<file path="src/rlkm_pkg.sv">
// Package for the rating line key matcher.
// Holds the item modes, scan phase codes, character constants and the result type.
// No dependencies.
package rlkm_pkg;

    localparam int KEY_BYTES_DEF   = 256;
    localparam int OFFSET_BITS_DEF = 32;

    localparam int MODE_W = 2;
    localparam int BYTE_W = 8;
    localparam int KLEN_W = 9;
    localparam int POS_W  = 32;
    localparam int RAT_W  = 3;

    localparam logic [MODE_W-1:0] MODE_KEY  = 2'd0;
    localparam logic [MODE_W-1:0] MODE_TEXT = 2'd1;
    localparam logic [MODE_W-1:0] MODE_END  = 2'd2;

    localparam logic [2:0] PH_LINE_START  = 3'd0;
    localparam logic [2:0] PH_AFTER_DIGIT = 3'd1;
    localparam logic [2:0] PH_MATCH       = 3'd2;
    localparam logic [2:0] PH_CHECK_END   = 3'd3;
    localparam logic [2:0] PH_SKIP        = 3'd4;
    localparam logic [2:0] PH_DONE        = 3'd5;

    localparam logic [BYTE_W-1:0] CH_ZERO    = 8'h30;
    localparam logic [BYTE_W-1:0] CH_FIVE    = 8'h35;
    localparam logic [BYTE_W-1:0] CH_NEWLINE = 8'h0a;
    localparam logic [BYTE_W-1:0] CH_SPACE   = 8'h20;

    typedef struct packed {
        logic [POS_W-1:0] position;
        logic [RAT_W-1:0] rating;
        logic             found;
    } t_result;

endpackage

</file>
<file path="src/rlkm_key_ram.sv">
// Key byte store for the rating line key matcher.
// One write port and one registered read port with write-through on a same-address write.
// No dependencies.
module rlkm_key_ram #(
    parameter int DEPTH  = 256,
    parameter int ADDR_W = 8
) (
    input  logic              i_clk,
    input  logic              i_we,
    input  logic [ADDR_W-1:0] i_waddr,
    input  logic [7:0]        i_wdata,
    input  logic [ADDR_W-1:0] i_raddr,
    output logic [7:0]        o_rdata
);

    logic [7:0] r_mem [DEPTH];
    logic [7:0] r_rdata;

    always_ff @(posedge i_clk) begin
        if (i_we) begin
            r_mem[i_waddr] <= i_wdata;
        end
    end

    always_ff @(posedge i_clk) begin
        if (i_we && (i_waddr == i_raddr)) begin
            r_rdata <= i_wdata;
        end else begin
            r_rdata <= r_mem[i_raddr];
        end
    end

    assign o_rdata = r_rdata;

endmodule

</file>
<file path="src/rlkm_out_queue.sv">
// Two-entry result queue for the rating line key matcher.
// An output register and a skid register, so an item is taken while a result waits.
// Depends on rlkm_pkg.
module rlkm_out_queue (
    input  logic             i_clk,
    input  logic             i_rst_n,
    input  logic             i_push,
    input  rlkm_pkg::t_result i_data,
    output logic             o_room,
    output logic             o_valid,
    input  logic             i_ready,
    output rlkm_pkg::t_result o_data
);

    logic              r_head_valid;
    logic              r_skid_valid;
    rlkm_pkg::t_result r_head;
    rlkm_pkg::t_result r_skid;
    logic              w_pop;

    assign w_pop = r_head_valid && i_ready;

    always_ff @(posedge i_clk) begin
        if (!i_rst_n) begin
            r_head_valid <= 1'b0;
            r_skid_valid <= 1'b0;
        end else if (!r_head_valid || w_pop) begin
            if (r_skid_valid) begin
                r_head_valid <= 1'b1;
                r_skid_valid <= i_push;
            end else begin
                r_head_valid <= i_push;
            end
        end else if (i_push) begin
            r_skid_valid <= 1'b1;
        end
    end

    always_ff @(posedge i_clk) begin
        if (!r_head_valid || w_pop) begin
            if (r_skid_valid) begin
                r_head <= r_skid;
                r_skid <= i_data;
            end else begin
                r_head <= i_data;
            end
        end else if (i_push) begin
            r_skid <= i_data;
        end
    end

    assign o_room  = !r_skid_valid;
    assign o_valid = r_head_valid;
    assign o_data  = r_head;

endmodule

</file>
<file path="src/rating_line_key_matcher.sv">
// Rating line key matcher: finds the first line "D KEY" in a byte stream, D from 0 to 5.
// Top level; depends on rlkm_pkg, rlkm_key_ram and rlkm_out_queue.
//
// Usage. The key length is written through i_cfg_we/i_cfg_wdata while the block is idle.
// Key bytes are sent as items with mode 0 (tuser) and their index and byte in tdata.
// Text bytes follow with mode 1, one item per byte; an item with mode 2 ends the text
// and restarts the search. Each search gives exactly one result item: on the newline
// that ends the first matching line, or at the end of text when nothing was found or
// the match ran up to the end. The result carries the found flag in tuser and the
// rating and byte offset of the rating digit in tdata.
// Throughput is one item per cycle while the result queue has room: each byte needs one
// compare against the key byte, which is read ahead from the key memory in the cycle
// before it is needed. Results pass through the registered result queue to the master side.
// A two-entry result queue lets input items flow while a result waits; when both
// entries are full, s_axis_tready drops until the receiver takes a result.
// Reset clears the search state, the key length and the queue; the key memory keeps
// its contents and needs no clearing pass.
module rating_line_key_matcher #(
    parameter int KEY_BYTES   = rlkm_pkg::KEY_BYTES_DEF,
    parameter int OFFSET_BITS = rlkm_pkg::OFFSET_BITS_DEF
) (
    input  logic        i_clk,
    input  logic        i_rst_n,
    input  logic        i_cfg_we,
    input  logic [8:0]  i_cfg_wdata,
    input  logic        s_axis_tvalid,
    output logic        s_axis_tready,
    input  logic [15:0] s_axis_tdata,  // key_index [7:0], data_byte [15:8]
    input  logic [1:0]  s_axis_tuser,  // mode [1:0]
    output logic        m_axis_tvalid,
    input  logic        m_axis_tready,
    output logic [39:0] m_axis_tdata,  // rating [2:0], rating_position [34:3], zeros
    output logic [0:0]  m_axis_tuser   // found [0]
);

    localparam int MATCH_W = $clog2(KEY_BYTES + 1);
    localparam int IDX_W   = (KEY_BYTES > 1) ? $clog2(KEY_BYTES) : 1;

    logic [rlkm_pkg::KLEN_W-1:0] r_key_length;
    logic [2:0]                  r_phase;
    logic [2:0]                  n_phase;
    logic [MATCH_W-1:0]          r_match;
    logic [MATCH_W-1:0]          n_match;
    logic [2:0]                  r_rating;
    logic [2:0]                  n_rating;
    logic [OFFSET_BITS-1:0]      r_offset;
    logic [OFFSET_BITS-1:0]      n_offset;
    logic [OFFSET_BITS-1:0]      r_cand;
    logic [OFFSET_BITS-1:0]      n_cand;

    logic              w_accept;
    logic [1:0]        w_mode;
    logic [7:0]        w_key_index;
    logic [7:0]        w_byte;
    logic [7:0]        w_key_byte;
    logic [MATCH_W-1:0] w_len;
    logic              w_match_full;
    logic              w_key_we;
    logic              w_emit;
    logic              w_hit;
    logic [MATCH_W-1:0] w_match_inc;
    logic [63:0]       w_cand_ext;
    logic              w_room;
    rlkm_pkg::t_result w_res;
    rlkm_pkg::t_result w_out;

    assign w_accept    = s_axis_tvalid && s_axis_tready;
    assign w_mode      = s_axis_tuser;
    assign w_key_index = s_axis_tdata[7:0];
    assign w_byte      = s_axis_tdata[15:8];
    assign s_axis_tready = w_room;

    assign w_len = (32'(r_key_length) > KEY_BYTES) ? MATCH_W'(KEY_BYTES)
                                                   : MATCH_W'(r_key_length);
    assign w_match_full = (r_match >= w_len);
    assign w_match_inc  = MATCH_W'(r_match + 1'b1);
    assign w_key_we = w_accept && (w_mode == rlkm_pkg::MODE_KEY)
                      && (32'(w_key_index) < KEY_BYTES);
    assign w_cand_ext = 64'(r_cand);

    always_comb begin
        n_phase  = r_phase;
        n_match  = r_match;
        n_rating = r_rating;
        n_offset = r_offset;
        n_cand   = r_cand;
        w_emit   = 1'b0;
        w_hit    = 1'b0;
        if (w_accept && (w_mode == rlkm_pkg::MODE_TEXT)) begin
            case (r_phase)
                rlkm_pkg::PH_LINE_START: begin
                    if ((w_byte >= rlkm_pkg::CH_ZERO) && (w_byte <= rlkm_pkg::CH_FIVE)) begin
                        n_rating = 3'(w_byte - rlkm_pkg::CH_ZERO);
                        n_cand   = r_offset;
                        n_phase  = rlkm_pkg::PH_AFTER_DIGIT;
                    end else if (w_byte != rlkm_pkg::CH_NEWLINE) begin
                        n_phase = rlkm_pkg::PH_SKIP;
                    end
                end
                rlkm_pkg::PH_AFTER_DIGIT: begin
                    if (w_byte == rlkm_pkg::CH_NEWLINE) begin
                        n_phase = rlkm_pkg::PH_LINE_START;
                    end else if (w_byte == rlkm_pkg::CH_SPACE) begin
                        n_match = '0;
                        n_phase = (w_len == '0) ? rlkm_pkg::PH_CHECK_END
                                                : rlkm_pkg::PH_MATCH;
                    end else begin
                        n_phase = rlkm_pkg::PH_SKIP;
                    end
                end
                rlkm_pkg::PH_MATCH: begin
                    if (w_match_full) begin
                        if (w_byte == rlkm_pkg::CH_NEWLINE) begin
                            w_emit  = 1'b1;
                            w_hit   = 1'b1;
                            n_phase = rlkm_pkg::PH_DONE;
                        end else begin
                            n_phase = rlkm_pkg::PH_SKIP;
                        end
                    end else if (w_key_byte == w_byte) begin
                        n_match = w_match_inc;
                        if (w_match_inc >= w_len) begin
                            n_phase = rlkm_pkg::PH_CHECK_END;
                        end
                    end else begin
                        n_phase = (w_byte == rlkm_pkg::CH_NEWLINE) ? rlkm_pkg::PH_LINE_START
                                                                   : rlkm_pkg::PH_SKIP;
                    end
                end
                rlkm_pkg::PH_CHECK_END: begin
                    if (w_byte == rlkm_pkg::CH_NEWLINE) begin
                        w_emit  = 1'b1;
                        w_hit   = 1'b1;
                        n_phase = rlkm_pkg::PH_DONE;
                    end else begin
                        n_phase = rlkm_pkg::PH_SKIP;
                    end
                end
                rlkm_pkg::PH_SKIP: begin
                    if (w_byte == rlkm_pkg::CH_NEWLINE) begin
                        n_phase = rlkm_pkg::PH_LINE_START;
                    end
                end
                default: begin
                end
            endcase
            if (r_offset != '1) begin
                n_offset = r_offset + 1'b1;
            end
        end else if (w_accept && (w_mode == rlkm_pkg::MODE_END)) begin
            w_emit   = (r_phase != rlkm_pkg::PH_DONE);
            w_hit    = (r_phase == rlkm_pkg::PH_CHECK_END)
                       || ((r_phase == rlkm_pkg::PH_MATCH) && w_match_full);
            n_phase  = rlkm_pkg::PH_LINE_START;
            n_match  = '0;
            n_rating = '0;
            n_offset = '0;
            n_cand   = '0;
        end
    end

    always_comb begin
        w_res.found    = w_hit;
        w_res.rating   = w_hit ? r_rating : '0;
        w_res.position = w_hit ? w_cand_ext[rlkm_pkg::POS_W-1:0] : '0;
    end

    always_ff @(posedge i_clk) begin
        if (!i_rst_n) begin
            r_key_length <= '0;
            r_phase      <= rlkm_pkg::PH_LINE_START;
            r_match      <= '0;
            r_rating     <= '0;
            r_offset     <= '0;
            r_cand       <= '0;
        end else begin
            if (i_cfg_we) begin
                r_key_length <= i_cfg_wdata;
            end
            r_phase  <= n_phase;
            r_match  <= n_match;
            r_rating <= n_rating;
            r_offset <= n_offset;
            r_cand   <= n_cand;
        end
    end

    rlkm_key_ram #(
        .DEPTH  (KEY_BYTES),
        .ADDR_W (IDX_W)
    ) u_key_ram (
        .i_clk   (i_clk),
        .i_we    (w_key_we),
        .i_waddr (IDX_W'(w_key_index)),
        .i_wdata (w_byte),
        .i_raddr (n_match[IDX_W-1:0]),
        .o_rdata (w_key_byte)
    );

    rlkm_out_queue u_out_queue (
        .i_clk   (i_clk),
        .i_rst_n (i_rst_n),
        .i_push  (w_emit),
        .i_data  (w_res),
        .o_room  (w_room),
        .o_valid (m_axis_tvalid),
        .i_ready (m_axis_tready),
        .o_data  (w_out)
    );

    assign m_axis_tdata = {5'd0, w_out.position, w_out.rating};
    assign m_axis_tuser = w_out.found;

    a_found_rating: assert property (@(posedge i_clk) disable iff (!i_rst_n)
        (m_axis_tvalid && m_axis_tuser[0]) |-> (m_axis_tdata[2:0] <= 3'd5))
        else $error("Found result carries a rating above five.");

    a_miss_zero: assert property (@(posedge i_clk) disable iff (!i_rst_n)
        (m_axis_tvalid && !m_axis_tuser[0]) |-> (m_axis_tdata == '0))
        else $error("Not-found result carries a non-zero rating or position.");

    a_stall_full: assert property (@(posedge i_clk) disable iff (!i_rst_n)
        !s_axis_tready |-> m_axis_tvalid)
        else $error("Input side stalled while no result is waiting.");

    a_match_bound: assert property (@(posedge i_clk) disable iff (!i_rst_n)
        (r_phase == rlkm_pkg::PH_MATCH) |-> (32'(r_match) <= KEY_BYTES))
        else $error("Key match index ran past the key store.");

endmodule
</file>
<file path="config.mk">
export PLATFORM = sky130hd
export DESIGN_NAME = rating_line_key_matcher
export DESIGN_NICKNAME = d
export VERILOG_FILES = /design/src/rlkm_pkg.sv /design/src/rlkm_key_ram.sv /design/src/rlkm_out_queue.sv /design/src/rating_line_key_matcher.sv
export SDC_FILE = /design/constraint.sdc
export NUM_CORES = 2
export LEC_CHECK = 0
export BUFFER_PORTS_ARGS = -buffer_cell sky130_fd_sc_hd__clkbuf_2
export CORE_AREA = 2 2 422 528
export CTS_CLUSTER_SIZE = 28
export DETAILED_ROUTE_END_ITERATION = 8
export DIE_AREA = 0 0 424 530
export HOLD_SLACK_MARGIN = 0.02
export SYNTH_ARGS = -nofsm -noshare
export SYNTH_HDL_FRONTEND = slang
export SYNTH_SLANG_ARGS = --single-unit
</file>
<file path="constraint.sdc">
create_clock -name i_clk -period 5.64 [get_ports i_clk]
set_input_delay 0 -clock i_clk [delete_from_list [all_inputs] [get_ports i_clk]]
set_output_delay 0 -clock i_clk [all_outputs]
set_load 0.03 [all_outputs]
</file>
Yosys cells after proc, flatten, opt, wreduce, memory -nomap -nowiden:

Memories as Yosys holds them, arrays and structs flattened. A register that Yosys moved wholly into a read port is not among the register bits.
Index checks and enable logic that the tools add are counted.
Widths: inputs -> output; s select.

* $add $sub $neg: 3
* $lt $le $gt $ge: 5
* eq/ne operators: 25
* muxes and demuxes: 50
* reduce and logical (&&, ||, !) cells: 21

Operators by type and width (count)
* $mux 32: 7
* $mux 36: 4
* $mux 9: 7
* $mux 3: 15
* $add 32x1->32 const B: 1
* $ne 32x32->1 const B: 1
* $ge 9x9->1: 2
* $ne 3x3->1 const B: 6
* $pmux 9 s2: 1
* $pmux 3 s5: 1
* $mux 1: 14
* $add 9x1->9 const B: 1
* $gt 9x9->1 const B: 1
* $logic_not 9->1: 1
* $eq 8x4->1 const B: 1
* $eq 8x6->1 const B: 1
* $eq 8x8->1: 1
* $ge 8x6->1 const B: 1
* $le 8x6->1 const B: 1
* $ne 2x1->1 const B: 4
* $ne 8x4->1 const B: 1
* $logic_and 1x1->1: 7
* $eq 3x2->1 const B: 2
* $ne 6x1->1 const B: 1
* 18 further kinds: 22

* bits in registers: 162
* bits in writable memories: 2048
* output and inout bits: 43
* memories kept: 1

Memory list
* u_key_ram.r_mem: depth 256, bits a word 8, read ports 1, clocked after Yosys merged registers in 1, wr ports 1, RTL line rlkm_key_ram.sv:16 `logic [7:0] r_mem [DEPTH];`

Depth between registers and ports, before layout:

* depth after elaboration: 10
* gate-level depth with buffers: 18
* gate-level depth less buffers: 14

Modules after synthesis:

A second synthesis with hierarchy kept.

* cells, all modules: 4491
* area total of the unflattened synthesis: 87286.2 µm²

Modules (own cells, without submodules)
* rlkm_key_ram: times used 1, cells an instance 3733, area each 79556.3 µm²
* rating_line_key_matcher: times used 1, cells an instance 636, area each 5019.8 µm²
* rlkm_out_queue: times used 1, cells an instance 122, area each 2710.1 µm²

Least setup slack after synthesis:

No wires, ideal clock.

* path kind: reg2reg
* from: reg r_match[0]
* to: reg u_out_queue.r_skid[0] in the netlist's numbering, enable pin
* arrival time: 3279 ps
* data required time: 4934 ps
* path slack: 1655 ps
* stages on the path, launching flop included: 14
* path buffers: 0
* clock period less this slack: 3985 ps
* path through: dfxtp_1 inv_1 ha_1 nand2b_1 a21o_1 a21o_1 a21o_1 a21oi_1 o21ai_0 nor2_1 nor3_1 o21a_1 nand2_1 o21ai_0

* word-level cells in the longest chain between the ends: 6

RTL lines
* start: declaration: RTL line rating_line_key_matcher.sv:42 `logic [MATCH_W-1:0] r_match;`
* start signal: assignment: RTL line rating_line_key_matcher.sv:181 `r_match <= n_match;`
* $ge 9x9->1: RTL line rating_line_key_matcher.sv:75 `assign w_match_full = (r_match >= w_len);`
* $mux 1: RTL line rating_line_key_matcher.sv:112 `if (w_match_full) begin`
* $pmux 1 s2: RTL line rating_line_key_matcher.sv:90 `case (r_phase)`
* $mux 1: RTL line rating_line_key_matcher.sv:89 `if (w_accept && (w_mode == rlkm_pkg::MODE_TEXT)) begin`
* $reduce_bool 2->1 (no source line)
* $reduce_and 2->1 (no source line)
* end signal: assignment: RTL line rlkm_out_queue.sv:43 `r_skid <= i_data;`
* end signal: assignment: RTL line rlkm_out_queue.sv:48 `r_skid <= i_data;`
* end: declaration: RTL line rlkm_out_queue.sv:18 `rlkm_pkg::t_result r_skid;`

Every way passes these cells.
A chain may end at the register's enable or synchronous reset.

==> results by group <==
Logic synthesis
  • Post-synthesis area per instance: approximately 19 um2
  • Yosys cell types: 82
  • Yosys warns: 0
  • Post-synthesis sequential area ratio: 0.751
  • Post-synth EDFFs: between 2000 and 2500
  • Seq cells post-synth: ~2200
  • Most used DFF post-synth: edfxtp_1
  • Ys async rst share: 0
  • Post-Synthesis Cells: between 4000 and 5000
  • Netlist Area Pre-Place: between 80000 and 90000 um2

Layout
  • Fill cells: ~19000
  • # nets final: between 4000 and 5000
  • Syn-to-layout area delta: 13.2%
  • Cell area after layout: between 90000 and 100000 um2
  • Post-Layout Cell Count: about 8000
  • Fin util: 0.449
  • Layout cell share with drive strength beyond 1: 0.214

Power and ir drop
  • Combinational fraction of design power: 0.016
  • Peak VDD IR: about 0.26 mV
  • Pleak: about 30 nW
  • P_int: ~26 mW
  • Total power: 32.2 mW
  • PD cells: between 300 and 400 nW/um2
  • Seq pwr share: 0.561
  • Switching power: between 6 and 7 mW
  • Switching Fraction: 0.205
  • Clock Power Share: 0.424

Worst setup path
  • Worst-path cell with the longest stage delay: dfxtp_4
  • Worst path bufs/invs: 4
  • Worst EP arrival: between 6 and 7 ns
  • CP Max Fanout: 26
  • Worst setup SP type: register
  • Critical Path RT: 6.42 ns
  • CP delay by family, top: simple AND/OR/NAND/NOR gates
  • Worst path max stage delay: a little under 0.9 ns
  • Worst-path cell chain: buf_12 -> buf_4 -> buf_4 -> mux4_2 -> mux2i_1 -> o22ai_1 -> nor4_1 -> nand3_1 -> nand4_1 -> xor2_1 -> and4_1 -> buf_4 -> nand2_4 -> or4_1 -> nand3_1
  • Kind of end point of the critical path: register
  • Setup CP Type: reg2reg
  • Crit path top cell by count: buf_4

Clock network
  • Post-CTS Setup Bufs: 0
  • CTS Buf Count: 205
  • # clock sinks: roughly 2200
  • Htree depth: 4
  • Worst skew pair latency: ~0.86 ns
  • Root Buffer: clkbuf_16
  • CTS clk-pin slew, worst paths: around 0.06 ns
  • CTS max path bufs: 3
  • CTS tree: built

Detailed routing
  • Final ANT Viol Nets: 0
  • Wire length per cell: 29.4 um
  • Drt drc: 0
  • Iteration-0 DRC Markers: 4676
  • Total wire length: 232 mm
  • Vias: approximately 45000
  • TritonRoute pass-1 iters: 7
  • DR vias/cell: approximately 5.7

Timing
  • Hold Slack: about 0.099 ns
  • Max Clock Freq: around 180 MHz
  • Clock Skews: ~0.070 ns
  • RSZ-0062 raised after global routing: false
  • Final TNS setup: 0 ns
  • Fin crit period: ~5.4 ns
  • Worst rel slew slack: 0.0887
  • Final setup margin: roughly 0.2 ns
  • Final hold vios: 0
  • Max Transition Viols Final: 0
  • Final setup viols: 0
  • Final Cycle Share: 0.965
  • Worst-margin pin slew: about 1.4 ns

Floorplan
  • Die Wd: ~420 um
  • Row cnt: 193
  • Starting density of the core: 0.397
  • IO Count: 75
  • Core region area: 220000 um2
  • Die height: between 500 and 600 um
  • Die ar.: approximately 220000 um2

Global route
  • GR Overflow Total: 0
  • Total Routing Usage GR: 0.204
  • First-pass GRT wire length: roughly 330 mm
  • Vias in the first global route: around 45000
  • Initial antenna violation count: 6
  • Largest net degree at the start of global routing: 213

Placed design
  • Dpl cells: 7458
  • Place WS: ~0.16 ns
  • DP Area: a little over 90000 um2
  • I/O Buffers: slightly below 70
  • GP Congestion: a little under 0.9
  • Post-DP HPWL: roughly 150 mm

Status
  • Status: finished, final reports clean

Job
  • Max_cap viols: 0

Worst hold path
  • Hold Crit Class: in2reg
timing repair:
item                                    CTS  global route
endpoints found under the setup margin    0            13
hold buffers                             55             0
endpoints found under the hold margin   779             0
resized for setup                         0             1
cell usage after synthesis (21+ instances only):
cell / count / share of area
nor2_1: 355 / 0.015
mux4_2: 464 / 0.12
buf_2: 66 / 0.0038
and2_1: 48 / 0.0034
nand3_1: 116 / 0.0066
mux2_2: 32 / 0.0041
a21oi_1: 68 / 0.0039
buf_6: 29 / 0.0037
mux2i_1: 163 / 0.019
buf_4: 35 / 0.0030
o21ai_0: 46 / 0.0026
a22oi_1: 108 / 0.0093
o22ai_1: 36 / 0.0026
xor2_1: 21 / 0.0021
a21o_1: 41 / 0.0035
edfxtp_1: 2120 / 0.73
nand2_1: 159 / 0.0068
clkbuf_1: 111 / 0.0048
a21boi_0: 37 / 0.0032
nor2b_1: 39 / 0.0028
dfxtp_1: 98 / 0.022
logic make-up after synthesis:
family                   share of synthesized area
AO/OA/AOI/OAI                               0.0375
AND/OR/NAND/NOR                             0.0450
buffers and inverters                       0.0174
other                                    0.0000429
adder cells (fa/ha/maj)                    0.00286
XOR/XNOR                                   0.00361
multiplexers                                 0.143
flip-flops                                   0.751
path summary, 6_finish.rpt:
path	start	end	slack (ns)	depth (start not counted)
max	register	r_match[5]$_SDFF_PN0_	0.20	15
min	s_axis_tdata[0]	u_key_ram.r_mem[208][3]$_DFFE_PP_	0.1	5
max reg2reg	register	r_match[5]$_SDFF_PN0_	0.20	15
min reg2reg	r_cand[10]$_SDFFE_PN0P_	r_cand[10]$_SDFFE_PN0P_	0.47	2
power by group through the flow:
| stage | clock network (mW) | registers (mW) | logic, mW |
|---|---|---|---|
| 6_report | 13.6 | 18.0 | 0.505 |
| 5_1_grt | 14.4 | 18.0 | 0.543 |
| 4_1_cts | 13.8 | 18.0 | 0.506 |
| 3_5_place_dp | 0 | 18.4 | 0.474 |
| 3_3_place_gp | 0 | 18.4 | 0.458 |
| 2_1_floorplan | 0 | 18.4 | 0.105 |
final cells by class:
| type | count | area (um2) | area share |
|---|---|---|---|
| well taps | 2925 | 3660 | 0.0370 |
| diodes | 3 | 7.51 | 0.0000759 |
| clock inverters | 122 | 1160 | 0.0117 |
| flip-flops and latches | 2218 | 65600 | 0.664 |
| inverters | 20 | 75.1 | 0.000759 |
| repair buffers | 311 | 2650 | 0.0267 |
| clock buffers | 261 | 5420 | 0.0548 |
| multi-input cells | 2039 | 20300 | 0.205 |
cell usage in the layout, fill, tap and decap left out, types with 36 or more instances in the layout:
cell type         n
a21boi_0         37
a21o_1           41
a21oi_1          68
a22oi_1         108
and2_1           48
buf_4           165
clkbuf_1         50
clkbuf_16       207
clkbuf_2         61
clkinv_1         57
dfxtp_1          92
dlygate4sd3_1    55
edfxtp_1       2120
mux2i_1         163
mux4_2          464
nand2_1         158
nand3_1         113
nor2_1          354
nor2b_1          37
o21ai_0          45
o22ai_1          36
tightest hold or removal path, delay by kind of cell:
kind	cells	cell delay (ns)
AND/OR/NAND/NOR	3	0.41
buffers and inverters	2	0.35
flip-flops by register name, summed over array words and instances (netlist names), 3 cells and up, named ones only:
| register | flops |
|---|---|
| r_offset | 32 |
| r_match | 9 |
| r_cand | 32 |
| u_key_ram.r_mem | 2048 |
| r_phase | 3 |
| u_out_queue.o_data | 36 |
| r_key_length | 9 |
| u_out_queue.r_skid | 36 |
| r_rating | 3 |
metal layers:
layer | global-route usage | vias to the layer above | routed length (um)
li1 | - | 18977 | -
met1 | 0.251 | 23796 | 88200
met2 | 0.355 | 1777 | 119000
met3 | 0.0351 | 417 | 14700
met4 | 0.0862 | 2 | 10700
met5 | 0 | - | 9
No activity file was read; power rests on OpenSTA's default activity.
